==> src/rtl/erp_pkg.sv <==
// Shared types and constants of the e-paper refresh policy block.
// Used by the channel interfaces, the register file, the policy unit and the top level.
`timescale 1ns / 1ps
`default_nettype none

package erp_pkg;

	localparam int TIME_W  = 32;
	localparam int CNT_W   = 32;
	localparam int RUN_W   = 16;
	localparam int ACT_W   = 2;
	localparam int CFG_IDX_W = 2;
	localparam int CFG_DATA_W = 32;

	localparam logic [CFG_IDX_W-1:0] REG_POWEROFF_IDLE   = 2'd0;
	localparam logic [CFG_IDX_W-1:0] REG_HIBERNATE_IDLE  = 2'd1;
	localparam logic [CFG_IDX_W-1:0] REG_FULL_EVERY_PART = 2'd2;
	localparam logic [CFG_IDX_W-1:0] REG_FULL_EVERY_MS   = 2'd3;

	localparam logic [TIME_W-1:0] POWEROFF_IDLE_RST   = 32'd5000;
	localparam logic [TIME_W-1:0] HIBERNATE_IDLE_RST  = 32'd60000;
	localparam logic [RUN_W-1:0]  FULL_EVERY_PART_RST = 16'd30;
	localparam logic [TIME_W-1:0] FULL_EVERY_MS_RST   = 32'd300000;

	typedef enum logic [ACT_W-1:0] {
		ACT_NONE    = 2'd0,
		ACT_PARTIAL = 2'd1,
		ACT_FULL    = 2'd2
	} action_t;

	typedef struct packed {
		logic [TIME_W-1:0] poweroff_idle_ms;
		logic [TIME_W-1:0] hibernate_idle_ms;
		logic [RUN_W-1:0]  full_every_partials;
		logic [TIME_W-1:0] full_every_ms;
	} cfg_t;

	typedef struct packed {
		logic [TIME_W-1:0] now_ms;
		logic              frame_changed;
	} tick_t;

	typedef struct packed {
		action_t           action;
		logic              power_off_cmd;
		logic              hibernate_cmd;
		logic [RUN_W-1:0]  shown_partial_count;
		logic [RUN_W-1:0]  partials_since_full;
		logic [CNT_W-1:0]  refresh_count;
		logic [CNT_W-1:0]  full_count;
		logic [CNT_W-1:0]  partial_total;
		logic [CNT_W-1:0]  skipped_count;
		logic              is_powered_off;
		logic              is_hibernating;
	} result_t;

endpackage

`default_nettype wire

==> src/rtl/erp_if.sv <==
// Valid/ready channel interfaces for the tick input and the decision result.
// Depends on erp_pkg for field widths.
`timescale 1ns / 1ps
`default_nettype none

interface erp_tick_if
	import erp_pkg::*;
();
	logic              valid;
	logic              ready;
	logic [TIME_W-1:0] now_ms;
	logic              frame_changed;

	modport source (output valid, output now_ms, output frame_changed, input ready);
	modport sink   (input valid, input now_ms, input frame_changed, output ready);
endinterface

interface erp_result_if
	import erp_pkg::*;
();
	logic              valid;
	logic              ready;
	logic [ACT_W-1:0]  action;
	logic              power_off_cmd;
	logic              hibernate_cmd;
	logic [RUN_W-1:0]  shown_partial_count;
	logic [RUN_W-1:0]  partials_since_full;
	logic [CNT_W-1:0]  refresh_count;
	logic [CNT_W-1:0]  full_count;
	logic [CNT_W-1:0]  partial_total;
	logic [CNT_W-1:0]  skipped_count;
	logic              is_powered_off;
	logic              is_hibernating;

	modport source (
		output valid, output action, output power_off_cmd, output hibernate_cmd,
		output shown_partial_count, output partials_since_full, output refresh_count,
		output full_count, output partial_total, output skipped_count,
		output is_powered_off, output is_hibernating, input ready
	);
	modport sink (
		input valid, input action, input power_off_cmd, input hibernate_cmd,
		input shown_partial_count, input partials_since_full, input refresh_count,
		input full_count, input partial_total, input skipped_count,
		input is_powered_off, input is_hibernating, output ready
	);
endinterface

`default_nettype wire

==> src/rtl/epaper_refresh_policy_core.sv <==
// E-paper refresh policy block: top level with input and result registers.
// Depends on erp_pkg, erp_if, erp_cfg_regs and erp_policy.
//
// The tick channel carries one word per display tick: a millisecond timestamp
// and a frame-changed flag. The result channel returns one word per tick with
// the refresh action, the power-off and hibernate commands and the counters.
// A tick word is registered when accepted, decided from the input register
// and written to the result register when that one is empty or being read.
// The block takes one tick word every cycle while results are taken;
// the policy state is read and updated per word, which sets that rate.
// When the receiver stalls, the result register holds its word and the input
// register holds the next tick; tick ready drops only while both are full.
// Reset clears both registers and the policy state, so the first tick after
// reset gives a full refresh, and loads the default thresholds. Configuration
// writes take effect at the next clock edge and are meant for idle periods.
`timescale 1ns / 1ps
`default_nettype none

module epaper_refresh_policy_core
	import erp_pkg::*;
(
	input  wire logic                  clk,
	input  wire logic                  arst_n,
	input  wire logic                  cfg_we,
	input  wire logic [CFG_IDX_W-1:0]  cfg_index,
	input  wire logic [CFG_DATA_W-1:0] cfg_wdata,
	erp_tick_if.sink                   tick,
	erp_result_if.source               result
);

	cfg_t    cfg;
	tick_t   tick_s1;
	logic    valid_s1;
	result_t res;
	result_t res_q;
	logic    res_valid_q;
	logic    advance;
	logic    accept;

	erp_cfg_regs u_cfg (
		.clk       (clk),
		.arst_n    (arst_n),
		.cfg_we    (cfg_we),
		.cfg_index (cfg_index),
		.cfg_wdata (cfg_wdata),
		.cfg       (cfg)
	);

	erp_policy u_policy (
		.clk     (clk),
		.arst_n  (arst_n),
		.cfg     (cfg),
		.tick    (tick_s1),
		.advance (advance),
		.res     (res)
	);

	assign advance    = valid_s1 && (!res_valid_q || result.ready);
	assign tick.ready = !valid_s1 || advance;
	assign accept     = tick.valid && tick.ready;

	always_ff @(posedge clk or negedge arst_n) begin
		if (!arst_n) begin
			valid_s1 <= 1'b0;
		end else if (accept) begin
			valid_s1 <= 1'b1;
		end else if (advance) begin
			valid_s1 <= 1'b0;
		end
	end

	always_ff @(posedge clk) begin
		if (accept) begin
			tick_s1.now_ms        <= tick.now_ms;
			tick_s1.frame_changed <= tick.frame_changed;
		end
	end

	always_ff @(posedge clk or negedge arst_n) begin
		if (!arst_n) begin
			res_valid_q <= 1'b0;
		end else if (advance) begin
			res_valid_q <= 1'b1;
		end else if (result.ready) begin
			res_valid_q <= 1'b0;
		end
	end

	always_ff @(posedge clk) begin
		if (advance) begin
			res_q <= res;
		end
	end

	assign result.valid               = res_valid_q;
	assign result.action              = res_q.action;
	assign result.power_off_cmd       = res_q.power_off_cmd;
	assign result.hibernate_cmd       = res_q.hibernate_cmd;
	assign result.shown_partial_count = res_q.shown_partial_count;
	assign result.partials_since_full = res_q.partials_since_full;
	assign result.refresh_count       = res_q.refresh_count;
	assign result.full_count          = res_q.full_count;
	assign result.partial_total       = res_q.partial_total;
	assign result.skipped_count       = res_q.skipped_count;
	assign result.is_powered_off      = res_q.is_powered_off;
	assign result.is_hibernating      = res_q.is_hibernating;

endmodule

`default_nettype wire

==> src/rtl/erp_cfg_regs.sv <==
// Configuration register file of the refresh policy: thresholds and periods.
// Depends on erp_pkg for the register indexes, reset values and cfg_t.
`timescale 1ns / 1ps
`default_nettype none

module erp_cfg_regs
	import erp_pkg::*;
(
	input  wire logic                  clk,
	input  wire logic                  arst_n,
	input  wire logic                  cfg_we,
	input  wire logic [CFG_IDX_W-1:0]  cfg_index,
	input  wire logic [CFG_DATA_W-1:0] cfg_wdata,
	output cfg_t                       cfg
);

	cfg_t cfg_q;

	always_ff @(posedge clk or negedge arst_n) begin
		if (!arst_n) begin
			cfg_q.poweroff_idle_ms    <= POWEROFF_IDLE_RST;
			cfg_q.hibernate_idle_ms   <= HIBERNATE_IDLE_RST;
			cfg_q.full_every_partials <= FULL_EVERY_PART_RST;
			cfg_q.full_every_ms       <= FULL_EVERY_MS_RST;
		end else if (cfg_we) begin
			case (cfg_index)
				REG_POWEROFF_IDLE:   cfg_q.poweroff_idle_ms    <= cfg_wdata[TIME_W-1:0];
				REG_HIBERNATE_IDLE:  cfg_q.hibernate_idle_ms   <= cfg_wdata[TIME_W-1:0];
				REG_FULL_EVERY_PART: cfg_q.full_every_partials <= cfg_wdata[RUN_W-1:0];
				REG_FULL_EVERY_MS:   cfg_q.full_every_ms       <= cfg_wdata[TIME_W-1:0];
				default: begin
				end
			endcase
		end
	end

	assign cfg = cfg_q;

endmodule

`default_nettype wire

==> src/rtl/erp_policy.sv <==
// Refresh decision and policy state: counters, timestamps and panel power flags.
// Depends on erp_pkg for cfg_t, tick_t, result_t and action_t.
`timescale 1ns / 1ps
`default_nettype none

module erp_policy
	import erp_pkg::*;
(
	input  wire logic  clk,
	input  wire logic  arst_n,
	input  wire cfg_t  cfg,
	input  wire tick_t tick,
	input  wire logic  advance,
	output result_t    res
);

	logic              first_q;
	logic [RUN_W-1:0]  run_q;
	logic [TIME_W-1:0] last_full_q;
	logic [TIME_W-1:0] last_change_q;
	logic              off_q;
	logic              asleep_q;
	logic [CNT_W-1:0]  refreshes_q;
	logic [CNT_W-1:0]  fulls_q;
	logic [CNT_W-1:0]  partials_q;
	logic [CNT_W-1:0]  skipped_q;

	logic              refresh;
	logic              full;
	logic [TIME_W-1:0] since_full;
	logic [TIME_W-1:0] idle;
	logic              pwr_cmd;
	logic              hib_cmd;
	logic [RUN_W-1:0]  run_d;
	logic [TIME_W-1:0] last_full_d;
	logic [TIME_W-1:0] last_change_d;
	logic              off_d;
	logic              asleep_d;
	logic [CNT_W-1:0]  refreshes_d;
	logic [CNT_W-1:0]  fulls_d;
	logic [CNT_W-1:0]  partials_d;
	logic [CNT_W-1:0]  skipped_d;

	always_comb begin
		refresh    = first_q || tick.frame_changed;
		since_full = tick.now_ms - last_full_q;
		idle       = tick.now_ms - last_change_q;
		full       = first_q || asleep_q || (run_q >= cfg.full_every_partials)
			|| (since_full >= cfg.full_every_ms);
		pwr_cmd    = !refresh && !off_q && (idle >= cfg.poweroff_idle_ms);
		hib_cmd    = !refresh && !asleep_q && (idle >= cfg.hibernate_idle_ms);

		run_d         = run_q;
		last_full_d   = last_full_q;
		last_change_d = last_change_q;
		off_d         = off_q || pwr_cmd;
		asleep_d      = asleep_q || hib_cmd;
		refreshes_d   = refreshes_q;
		fulls_d       = fulls_q;
		partials_d    = partials_q;
		skipped_d     = skipped_q;

		if (refresh) begin
			refreshes_d   = refreshes_q + 1'b1;
			off_d         = 1'b0;
			last_change_d = tick.now_ms;
			if (full) begin
				run_d       = '0;
				fulls_d     = fulls_q + 1'b1;
				last_full_d = tick.now_ms;
				asleep_d    = 1'b0;
			end else begin
				run_d      = run_q + 1'b1;
				partials_d = partials_q + 1'b1;
			end
		end else begin
			skipped_d = skipped_q + 1'b1;
		end

		if (!refresh) begin
			res.action = ACT_NONE;
		end else if (full) begin
			res.action = ACT_FULL;
		end else begin
			res.action = ACT_PARTIAL;
		end
		res.power_off_cmd       = pwr_cmd;
		res.hibernate_cmd       = hib_cmd;
		res.shown_partial_count = refresh ? run_q : '0;
		res.partials_since_full = run_d;
		res.refresh_count       = refreshes_d;
		res.full_count          = fulls_d;
		res.partial_total       = partials_d;
		res.skipped_count       = skipped_d;
		res.is_powered_off      = off_d;
		res.is_hibernating      = asleep_d;
	end

	always_ff @(posedge clk or negedge arst_n) begin
		if (!arst_n) begin
			first_q       <= 1'b1;
			run_q         <= '0;
			last_full_q   <= '0;
			last_change_q <= '0;
			off_q         <= 1'b0;
			asleep_q      <= 1'b0;
			refreshes_q   <= '0;
			fulls_q       <= '0;
			partials_q    <= '0;
			skipped_q     <= '0;
		end else if (advance) begin
			first_q       <= 1'b0;
			run_q         <= run_d;
			last_full_q   <= last_full_d;
			last_change_q <= last_change_d;
			off_q         <= off_d;
			asleep_q      <= asleep_d;
			refreshes_q   <= refreshes_d;
			fulls_q       <= fulls_d;
			partials_q    <= partials_d;
			skipped_q     <= skipped_d;
		end
	end

endmodule

`default_nettype wire
==> src/flat_wrapper.sv <==
// flat-port wrapper written by rule: the top's interface ports become plain ports
module epaper_refresh_policy_core_flat import erp_pkg::*;
  (clk, arst_n, cfg_we, cfg_index, cfg_wdata, tick_valid, tick_now_ms, tick_frame_changed, tick_ready, result_valid, result_action, result_power_off_cmd, result_hibernate_cmd, result_shown_partial_count, result_partials_since_full, result_refresh_count, result_full_count, result_partial_total, result_skipped_count, result_is_powered_off, result_is_hibernating, result_ready);
  erp_tick_if tick_i ();
  erp_result_if result_i ();
  input  wire logic clk;
  input  wire logic arst_n;
  input  wire logic cfg_we;
  input  wire logic [CFG_IDX_W-1:0] cfg_index;
  input  wire logic [CFG_DATA_W-1:0] cfg_wdata;
  input wire logic [$bits(tick_i.valid)-1:0] tick_valid;
  input wire logic [$bits(tick_i.now_ms)-1:0] tick_now_ms;
  input wire logic [$bits(tick_i.frame_changed)-1:0] tick_frame_changed;
  output wire logic [$bits(tick_i.ready)-1:0] tick_ready;
  output wire logic [$bits(result_i.valid)-1:0] result_valid;
  output wire logic [$bits(result_i.action)-1:0] result_action;
  output wire logic [$bits(result_i.power_off_cmd)-1:0] result_power_off_cmd;
  output wire logic [$bits(result_i.hibernate_cmd)-1:0] result_hibernate_cmd;
  output wire logic [$bits(result_i.shown_partial_count)-1:0] result_shown_partial_count;
  output wire logic [$bits(result_i.partials_since_full)-1:0] result_partials_since_full;
  output wire logic [$bits(result_i.refresh_count)-1:0] result_refresh_count;
  output wire logic [$bits(result_i.full_count)-1:0] result_full_count;
  output wire logic [$bits(result_i.partial_total)-1:0] result_partial_total;
  output wire logic [$bits(result_i.skipped_count)-1:0] result_skipped_count;
  output wire logic [$bits(result_i.is_powered_off)-1:0] result_is_powered_off;
  output wire logic [$bits(result_i.is_hibernating)-1:0] result_is_hibernating;
  input wire logic [$bits(result_i.ready)-1:0] result_ready;
  assign tick_i.valid = tick_valid;
  assign tick_i.now_ms = tick_now_ms;
  assign tick_i.frame_changed = tick_frame_changed;
  assign tick_ready = tick_i.ready;
  assign result_valid = result_i.valid;
  assign result_action = result_i.action;
  assign result_power_off_cmd = result_i.power_off_cmd;
  assign result_hibernate_cmd = result_i.hibernate_cmd;
  assign result_shown_partial_count = result_i.shown_partial_count;
  assign result_partials_since_full = result_i.partials_since_full;
  assign result_refresh_count = result_i.refresh_count;
  assign result_full_count = result_i.full_count;
  assign result_partial_total = result_i.partial_total;
  assign result_skipped_count = result_i.skipped_count;
  assign result_is_powered_off = result_i.is_powered_off;
  assign result_is_hibernating = result_i.is_hibernating;
  assign result_i.ready = result_ready;
  epaper_refresh_policy_core u_core (.clk(clk), .arst_n(arst_n), .cfg_we(cfg_we), .cfg_index(cfg_index), .cfg_wdata(cfg_wdata), .tick(tick_i), .result(result_i));
endmodule
==> config.mk <==
export PLATFORM = sky130hd
export DESIGN_NAME = epaper_refresh_policy_core_flat
export DESIGN_NICKNAME = d
export VERILOG_FILES = /design/src/rtl/erp_pkg.sv /design/src/rtl/erp_if.sv /design/src/rtl/epaper_refresh_policy_core.sv /design/src/rtl/erp_cfg_regs.sv /design/src/rtl/erp_policy.sv /design/src/flat_wrapper.sv
export SDC_FILE = /design/constraint.sdc
export NUM_CORES = 1
export LEC_CHECK = 0
export ABC_AREA = 1
export BUFFER_PORTS_ARGS = -buffer_cell sky130_fd_sc_hd__clkbuf_2
export CORE_MARGIN = 3
export CORE_UTILIZATION = 60
export DETAILED_ROUTE_END_ITERATION = 7
export PLACE_DENSITY_LB_ADDON = 0.05
export SETUP_SLACK_MARGIN = 0.1
export SLEW_MARGIN = 20
export SYNTH_ARGS = -nofsm -noshare
export SYNTH_HDL_FRONTEND = slang
export SYNTH_SLANG_ARGS = --single-unit
==> constraint.sdc <==
create_clock -name clk -period 15.9 [get_ports clk]
set_input_delay 4.77 -clock clk [delete_from_list [all_inputs] [get_ports clk]]
set_output_delay 4.77 -clock clk [all_outputs]
set_load 0.01 [all_outputs]
==> results of run 1 <==
[sequential cells by signal, indices dropped and copies added (netlist names), 2 cells and up]
register	cells
u_core.result.action	2
u_core.result.full_count	32
u_core.result.partial_total	32
u_core.result.partials_since_full	16
u_core.result.refresh_count	32
u_core.result.shown_partial_count	16
u_core.result.skipped_count	32
u_core.tick_s1	33
u_core.u_cfg.cfg	112
u_core.u_policy.fulls_q	32
u_core.u_policy.last_change_q	32
u_core.u_policy.last_full_q	32
u_core.u_policy.partials_q	32
u_core.u_policy.refreshes_q	32
u_core.u_policy.run_q	16
u_core.u_policy.skipped_q	32
[report_power, final]
group	switching [mW]	leakage (nW)	internal, mW
logic	1.46	8.71	0.708
registers	0.169	6.10	1.73
clock network	0.546	0.933	0.804
[layout make-up]
cell class | instances | area (um^2) | share of cell area
inverter | 513 | 1930 | 0.0596
tap | 607 | 759 | 0.0234
sequential | 524 | 14100 | 0.436
clock buffer | 76 | 1570 | 0.0485
multi-input combinational | 2289 | 12400 | 0.382
clock inverter | 24 | 333 | 0.0103
timing repair buffer | 250 | 1290 | 0.0399
[worst min-delay path, cell delays in order, from the launching register on]
cell and delay (ps):
dfrtp_1 340, nand2_1 50, o21ai_0 60
[placed cells by master (no fill, tap or decap), types with 7 or more instances in the layout]
cell type	n
nand2_1	904
inv_1	510
dfrtp_1	300
o21ai_0	276
nor2_1	238
clkbuf_2	238
edfxtp_1	199
ha_1	179
a21oi_1	163
nand3_1	142
nand4_1	113
xor2_1	105
clkbuf_16	54
nor3_1	37
dfstp_2	25
xnor2_1	19
and2_1	18
clkbuf_8	14
o21a_1	11
nor4_1	11
buf_4	10
clkinv_2	9
clkbuf_1	8
o21bai_1	7
bufinv_16	7
[per-layer routing]
metal / part of all wire / wire (um) / global-route usage / vias up
met5: 0 / 0 / 0 / -
met4: 0.039 / 2840 / 0.112 / 0
met3: 0.057 / 4160 / 0.0504 / 137
met2: 0.49 / 36100 / 0.502 / 657
met1: 0.41 / 30400 / 0.370 / 11053
li1: - / - / - / 11551
[worst max-delay path by stage]
stage	startpoint	endpoint	slack, ps	cells past startpoint
after global placement	result_ready	tick_ready	5970	4
after detailed placement	result_ready	tick_ready	5960	4
final	result_ready	tick_ready	5970	4
after CTS	result_ready	tick_ready	5960	4
after floorplan	result_ready	u_core.result.action[0]	5280	6
after global routing	result_ready	tick_ready	5920	4
[kinds of logic (layout without fill, tap and decap cells)]
family,after synthesis,count (layout)
and+or+nand+nor,1503,1503
buffers and inverters,608,863
DFF,524,524
AOI/OAI and AO/OA,480,480
adders and majority gates,181,181
xor gates and xnor gates,125,125
[metrics by stage]
| stage | area, um^2 | utilization |
|---|---|---|
| 2_1_floorplan | 28800 | - |
| 3_3_place_gp | 30500 | 0.649 |
| 3_5_place_dp | 30500 | 0.649 |
| 4_1_cts | 32400 | 0.690 |
| 5_1_grt | 32400 | 0.691 |
| 6_report | 32400 | 0.691 |
==> metrics.md, run 1 <==
| Metric | Value |
|---|---|
| Outcome | complete, no violations |
| RD Place Congestion | 0.926 |
| Relative slew slack | 0.253 |
| Share of layout cells above drive strength 1 | 0.110 |
| R2r startpoint | u_core.tick_s1[20] |
| Ys async rst share | 0.620 |
| Mux contribution to synthesized area | 0 |
| NumNets Final | a little under 4,000 |
| Crit-path max FO | 3 |
| DRT Wirelength | about 74,000 um |
| Core area | 47,000 um^2 |
| Final Hold Fails | 0 |
| Worst path bufs/invs | 3 |
| Antenna-violating nets left | 0 |
| Reg2Reg Setup Slack | 10,120 ps |
| Post-synth EDFFs | 199 |
| Flops & latches, synth | roughly 520 |
| Synth top area share | 0.261 |
| Vias after detailed routing | 23,398 |
| Syn_nets | 3,674 |
| DR pass1 iterations | 6 |
| Hold buffers post-CTS | 0 |
| DR iter-0 viols | around 2,000 |
| Critical Path, Cell by Cell | clkbuf_2 -> inv_1 -> nand3_1 -> clkbuf_2 |
| Top cells by count, synth | nand2_1, inv_1, dfrtp_1 |
| Top_reg_cell synth | dfrtp_1 |
| Cell taking the most area after synthesis | dfrtp_1 |
| Largest cells by area after synthesis | dfrtp_1, edfxtp_1, nand2_1, ha_1, inv_1 |
| Worst path arrival time | 5160 ps |
| Chip Width | ~230 um |
| Die ar. | a little over 50,000 um^2 |
| Combinational family with the most area after synthesis | simple AND/OR/NAND/NOR gates |
| Worst-skew pair later-pin latency | around 620 ps |
| Startpoint types | input port |
| RSZ-0062 raised after global routing | false |
| Post-synth design cell area | 28,800 um^2 |
| Power Total | 5.41 mW |
| CTS sink cnt | about 520 |
| All-Layer GR Usage | 0.292 |
| Max-slew violation count | 0 |
| Clock transition at the registers of the reported paths | 60 ps |
| CP required | 11,130 ps |
| Most frequent cell after synthesis | nand2_1 |
| Static Leak | approximately 16 nW |
| H-tree depth | 2 |
| Post-synthesis sequential area ratio | 0.491 |
| # rows | 79 |
| Vias in the first global route | around 23,000 |
| Worst Max-Slew Pin Slew | roughly 1100 ps |
| Remaining global-route overflow | 0 |
| Initial cell density of the core | 0.613 |
| Simple logic cell fraction of the synthesized area | 0.224 |
| Hold WS | slightly below 500 ps |
| FILL cells | approximately 3,700 |
| CP dominant cell by count | clkbuf_2 |
| Diodes inserted | 0 |
| TritonCTS clock tree | done |
| Endpoints failing setup | 0 |
| PostCTS Resize Cnt | 0 |
| Cell area power density | approximately 170 nW/um^2 |
| Number of remaining DRC errors | 0 |
| Clk_skew | 24.2 ps |
| Worst reg2reg path endpoint | u_core.u_policy.run_q[4] |
| WHS Endpoint | u_core.u_cfg.cfg[86] |
| Avg Inst Size Synth | ~8.4 um^2 |
| Maximum VDD drop | 171 uV |
| Largest net degree at the start of global routing | between 150 and 200 |
| Number of setup buffers added after CTS | 0 |
| Root buf cell | clkbuf_16 |
| Synth Area in Adders | 0.0792 |
| Vias per cell | approximately 5.5 |
| Critical Path End Type | output port |
| Post-place setup slack | between 5000 and 6000 ps |
| Syn. warnings | 0 |
| Post-Layout Cell Count | about 4,300 |
| Max incr delay on CP | approximately 150 ps |
| Post-synthesis compound-gate area fraction | 0.0869 |
| DIE HEIGHT | about 230 um |
| Worst Hold Depth | 2 |
| Crit path time final | between 9000 and 10,000 ps |
| DPL Wire Length | roughly 54,000 um |
| Io pins | 240 |
| Setup ws final | a little under 6000 ps |
| Final period utilization | 0.625 |
| Yosys cell types | 52 |
| Placed Cells | between 4,000 and 5,000 |
| F_max | ~0.10 GHz |
| Quantity of I/O buffers inserted on ports | around 240 |
| CTS Buf Count | 54 |
| Setup TNS | 0 ps |
| Layout area overhead | 12.6% |
| Top delay family on crit path | buffers and inverters |
| Max-cap violations | 0 |
| Wire length per cell | approximately 17 um |
| R2R cell count | 22 |
| Hold path start | u_core.u_cfg.cfg[86] |
| Antenna violations before repair | 0 |
| Slowest cell on the critical path | clkbuf_2 |
| First-pass GRT wire length | about 120,000 um |
| Syn Inst Count | 3,421 |
| Max clock buf depth | 3 |
| Xor/xnor share of the synthesized area | 0.0383 |
| Crit path kind | input port to output port |
| Min-delay worst type | flop to flop |
(Power assumes the default switching activity.)
==> run 2: changes to the inputs <==
==> constraint.sdc (replaced) <==
create_clock -name clk -period 9.62 [get_ports clk]
set_input_delay 2.886 -clock clk [delete_from_list [all_inputs] [get_ports clk]]
set_output_delay 2.886 -clock clk [all_outputs]
set_load 0.01 [all_outputs]
==> run 2 against run 1 <==
Against the previous run:
- register-to-register slack lost 6000 ps
- largest power group unchanged
- hold slack lost 0.65 ps
- core utilization increased by 0.069 points
- sequential share of layout area about the same
- combinational power rose by 65%
- flip-flop and latch count did not move
- first-iteration DRC count fell by 8.3%
- non-clock buffer count grew 1
==> metrics.md, run 2 (same netlist as run 1, synthesis figures left out) <==
| Metric | Value |
|---|---|
| CP required | 6730 ps (was 11,130 ps) |
| Remaining global-route overflow | 0 (unchanged) |
| Crit-path max FO | 3 (unchanged) |
| Worst-skew pair later-pin latency | 620 ps (about the same) |
| F_max | 0.161 GHz |
| Max reg flops | 112 (unchanged) |
| Root buf cell | clkbuf_16 (unchanged) |
| Final period utilization | 0.644 |
| R2R cell count | 29 (was 22) |
| Largest net degree at the start of global routing | 193 (was 169) |
| Switching power | 3.60 mW (was 2.17 mW) |
| Min-delay worst type | flop to flop (unchanged) |
| All-Layer GR Usage | 0.291 (was 0.292) |
| Number of remaining DRC errors | 0 (unchanged) |
| Maximum VDD drop | 201 uV (was 171 uV) |
| Leading cell types in the layout, fill and taps excluded | nand2_1, inv_1, dfrtp_1, o21ai_0 (unchanged) |
| Power Total | 8.95 mW (was 5.41 mW) |
| Wire length per cell | 17.2 um (about the same) |
| DRT Wirelength | 73,800 um (was 73,600 um) |
| Slowest cell on the critical path | clkbuf_2 (unchanged) |
| CP dominant cell by count | clkbuf_2 (unchanged) |
| NumNets Final | 3,888 (was 3,885) |
| Met1 wire length | 30,500 um (was 30,400 um) |
| Critical Path Sink | tick_ready (unchanged) |
| Vias per cell | 5.51 (was 5.46) |
| DR iter-0 viols | 1,847 (was 2,014) |
| Outcome | complete, no violations (unchanged) |
| Vias after detailed routing | 23,631 (was 23,398) |
| Final Hold Fails | 0 (unchanged) |
| Relative slew slack | 0.262 (was 0.253) |
| Io pins | 240 (unchanged) |
| Share of layout cells above drive strength 1 | 0.112 (was 0.110) |
| Met2 WL | 36,000 um (was 36,100 um) |
| Core area | 47,000 um^2 (unchanged) |
| Vias in the first global route | 22,903 (was 22,739) |
| Logic pwr share | 0.399 (was 0.400) |
| Max incr delay on CP | 150 ps (about the same) |
| Max-slew violation count | 0 (unchanged) |
| CTS Buf Count | 56 (was 54) |
| # rows | 79 (unchanged) |
| CTS sink cnt | 524 (unchanged) |
| Crit path time final | between 6000 and 7000 ps |
| Commonest non-fill, non-tap cell in the layout | nand2_1 (unchanged) |
| Die ar. | 50,600 um^2 (unchanged) |
| Reg power frac | 0.349 (was 0.350) |
| Clock network fraction of total power | 0.252 (was 0.249) |
| Layout area overhead | 12.8% (was 12.6%) |
| Worst Max-Slew Pin Slew | 1110 ps (was 1120 ps) |
| PostCTS Resize Cnt | 0 (unchanged) |
| RD Place Congestion | 0.932 (was 0.926) |
| Clk_skew | 22.2 ps (was 24.2 ps) |
| Cell area power density | 276 nW/um^2 (was 167 nW/um^2) |
| RSZ-0062 raised after global routing | false (unchanged) |
| Switching Fraction | 0.402 (was 0.401) |
| Quantity of I/O buffers inserted on ports | 239 (unchanged) |
| Chip Width | 225 um (unchanged) |
| Critical Path End Type | output port (unchanged) |
| Number of setup buffers added after CTS | 0 (unchanged) |
| Reg2Reg Setup Slack | 4150 ps (was 10,120 ps) |
| Critical Path, Cell by Cell | clkbuf_2 -> inv_1 -> nand3_1 -> clkbuf_2 (unchanged) |
| Worst path arrival time | 3310 ps (was 5160 ps) |
| Worst reg2reg path endpoint | u_core.u_policy.run_q[8] (was u_core.u_policy.run_q[4]) |
| TritonCTS clock tree | done (unchanged) |
| DIE HEIGHT | 225 um (unchanged) |
| First-pass GRT wire length | 117,000 um (was 118,000 um) |
| Initial cell density of the core | 0.613 (unchanged) |
| Hold buffers post-CTS | 0 (unchanged) |
| Max clock buf depth | 3 (unchanged) |
| Critical path startpoint | result_ready (unchanged) |
| Antenna-violating nets left | 0 (unchanged) |
| Highest routed layer | met4 (unchanged) |
| Int Pwr | 5.35 mW (was 3.24 mW) |
| Endpoints failing setup | 0 (unchanged) |
| Setup TNS | 0 ps (unchanged) |
| R2r startpoint | u_core.tick_s1[1] (was u_core.tick_s1[20]) |
| Static Leak | 15.8 nW (was 15.7 nW) |
| DR pass1 iterations | 6 (unchanged) |
| Antenna violations before repair | 2 (was 0) |
| DPL Wire Length | 54,400 um (was 54,200 um) |
| Max-cap violations | 0 (unchanged) |
| Startpoint types | input port (unchanged) |
| Crit path kind | input port to output port (unchanged) |
| Clock transition at the registers of the reported paths | 60 ps (about the same) |
| Routed wl met3 | 3810 um (was 4160 um) |
| H-tree depth | 2 (unchanged) |
==> run 2: cell types whose count changed in the layout (fill, tap and decap cells not counted) <==
cell and change:
clkbuf_8 -6, clkinv_2 +6, inv_6 +3, clkbuf_16 +2
clkinvlp_4 +2, buf_4 +1, clkinv_4 -1, diode_2 +1
nand3_2 +1, nand3_4 -1
==> run 2: area by class of cell <==
class,count,area [um^2]
inverters,513,1930
clock buffers,72,1540
diodes,1,2.50
clock inverters,34,395
flip-flops and latches,524,14100
repair buffers,251,1300
fillers,3719,14500
multi-input cells,2289,12400
well taps,607,759
==> run 2: power groups by stage <==
| stage | combinational (mW) | sequential (mW) | clock (mW) |
|---|---|---|---|
| floorplan | 2.45 | 3.16 | 0 |
| global placement | 3.40 | 3.15 | 0 |
| detailed placement | 3.53 | 3.16 | 0 |
| CTS | 3.56 | 3.12 | 2.29 |
| global route | 4.04 | 3.17 | 2.38 |
| finish | 3.57 | 3.13 | 2.25 |
==> run 2: worst min-delay path by stage <==
stage	endpoint	from	cells past startpoint	slack (ps)
after floorplan	u_core.u_cfg.cfg[100]	u_core.u_cfg.cfg[100]	2	450
after global placement	u_core.u_cfg.cfg[102]	u_core.u_cfg.cfg[102]	2	470
after detailed placement	u_core.u_cfg.cfg[37]	u_core.u_cfg.cfg[37]	2	470
after CTS	u_core.u_cfg.cfg[72]	u_core.u_cfg.cfg[72]	2	490
after global routing	u_core.u_cfg.cfg[72]	u_core.u_cfg.cfg[72]	2	500
final	u_core.u_cfg.cfg[37]	u_core.u_cfg.cfg[37]	2	480
==> run 2: per-stage QoR <==
stage / cells / instance area (um^2) / utilization / hold slack (ps) / worst slack, ps
2_1_floorplan: 3421 / 28800 / - / 453 / 888
3_3_place_gp: 4184 / 30500 / 0.650 / 469 / 3450
3_5_place_dp: 4184 / 30500 / 0.650 / 473 / 3420
4_1_cts: 4290 / 32400 / 0.691 / 487 / 3420
5_1_grt: 4291 / 32500 / 0.691 / 501 / 3390
6_report: 4291 / 32500 / 0.691 / 484 / 3430
==> run 2: per-layer routing <==
metal / GRT usage / up-vias
met5: 0 / -
met4: 0.130 / 0
met3: 0.0403 / 173
met2: 0.496 / 705
met1: 0.372 / 11178
li1: - / 11575
==> run 2: critical path, delay by kind of cell <==
family	cells	cell delay (ps)
buffers and inverters	3	300
AND/OR/NAND/NOR	1	120
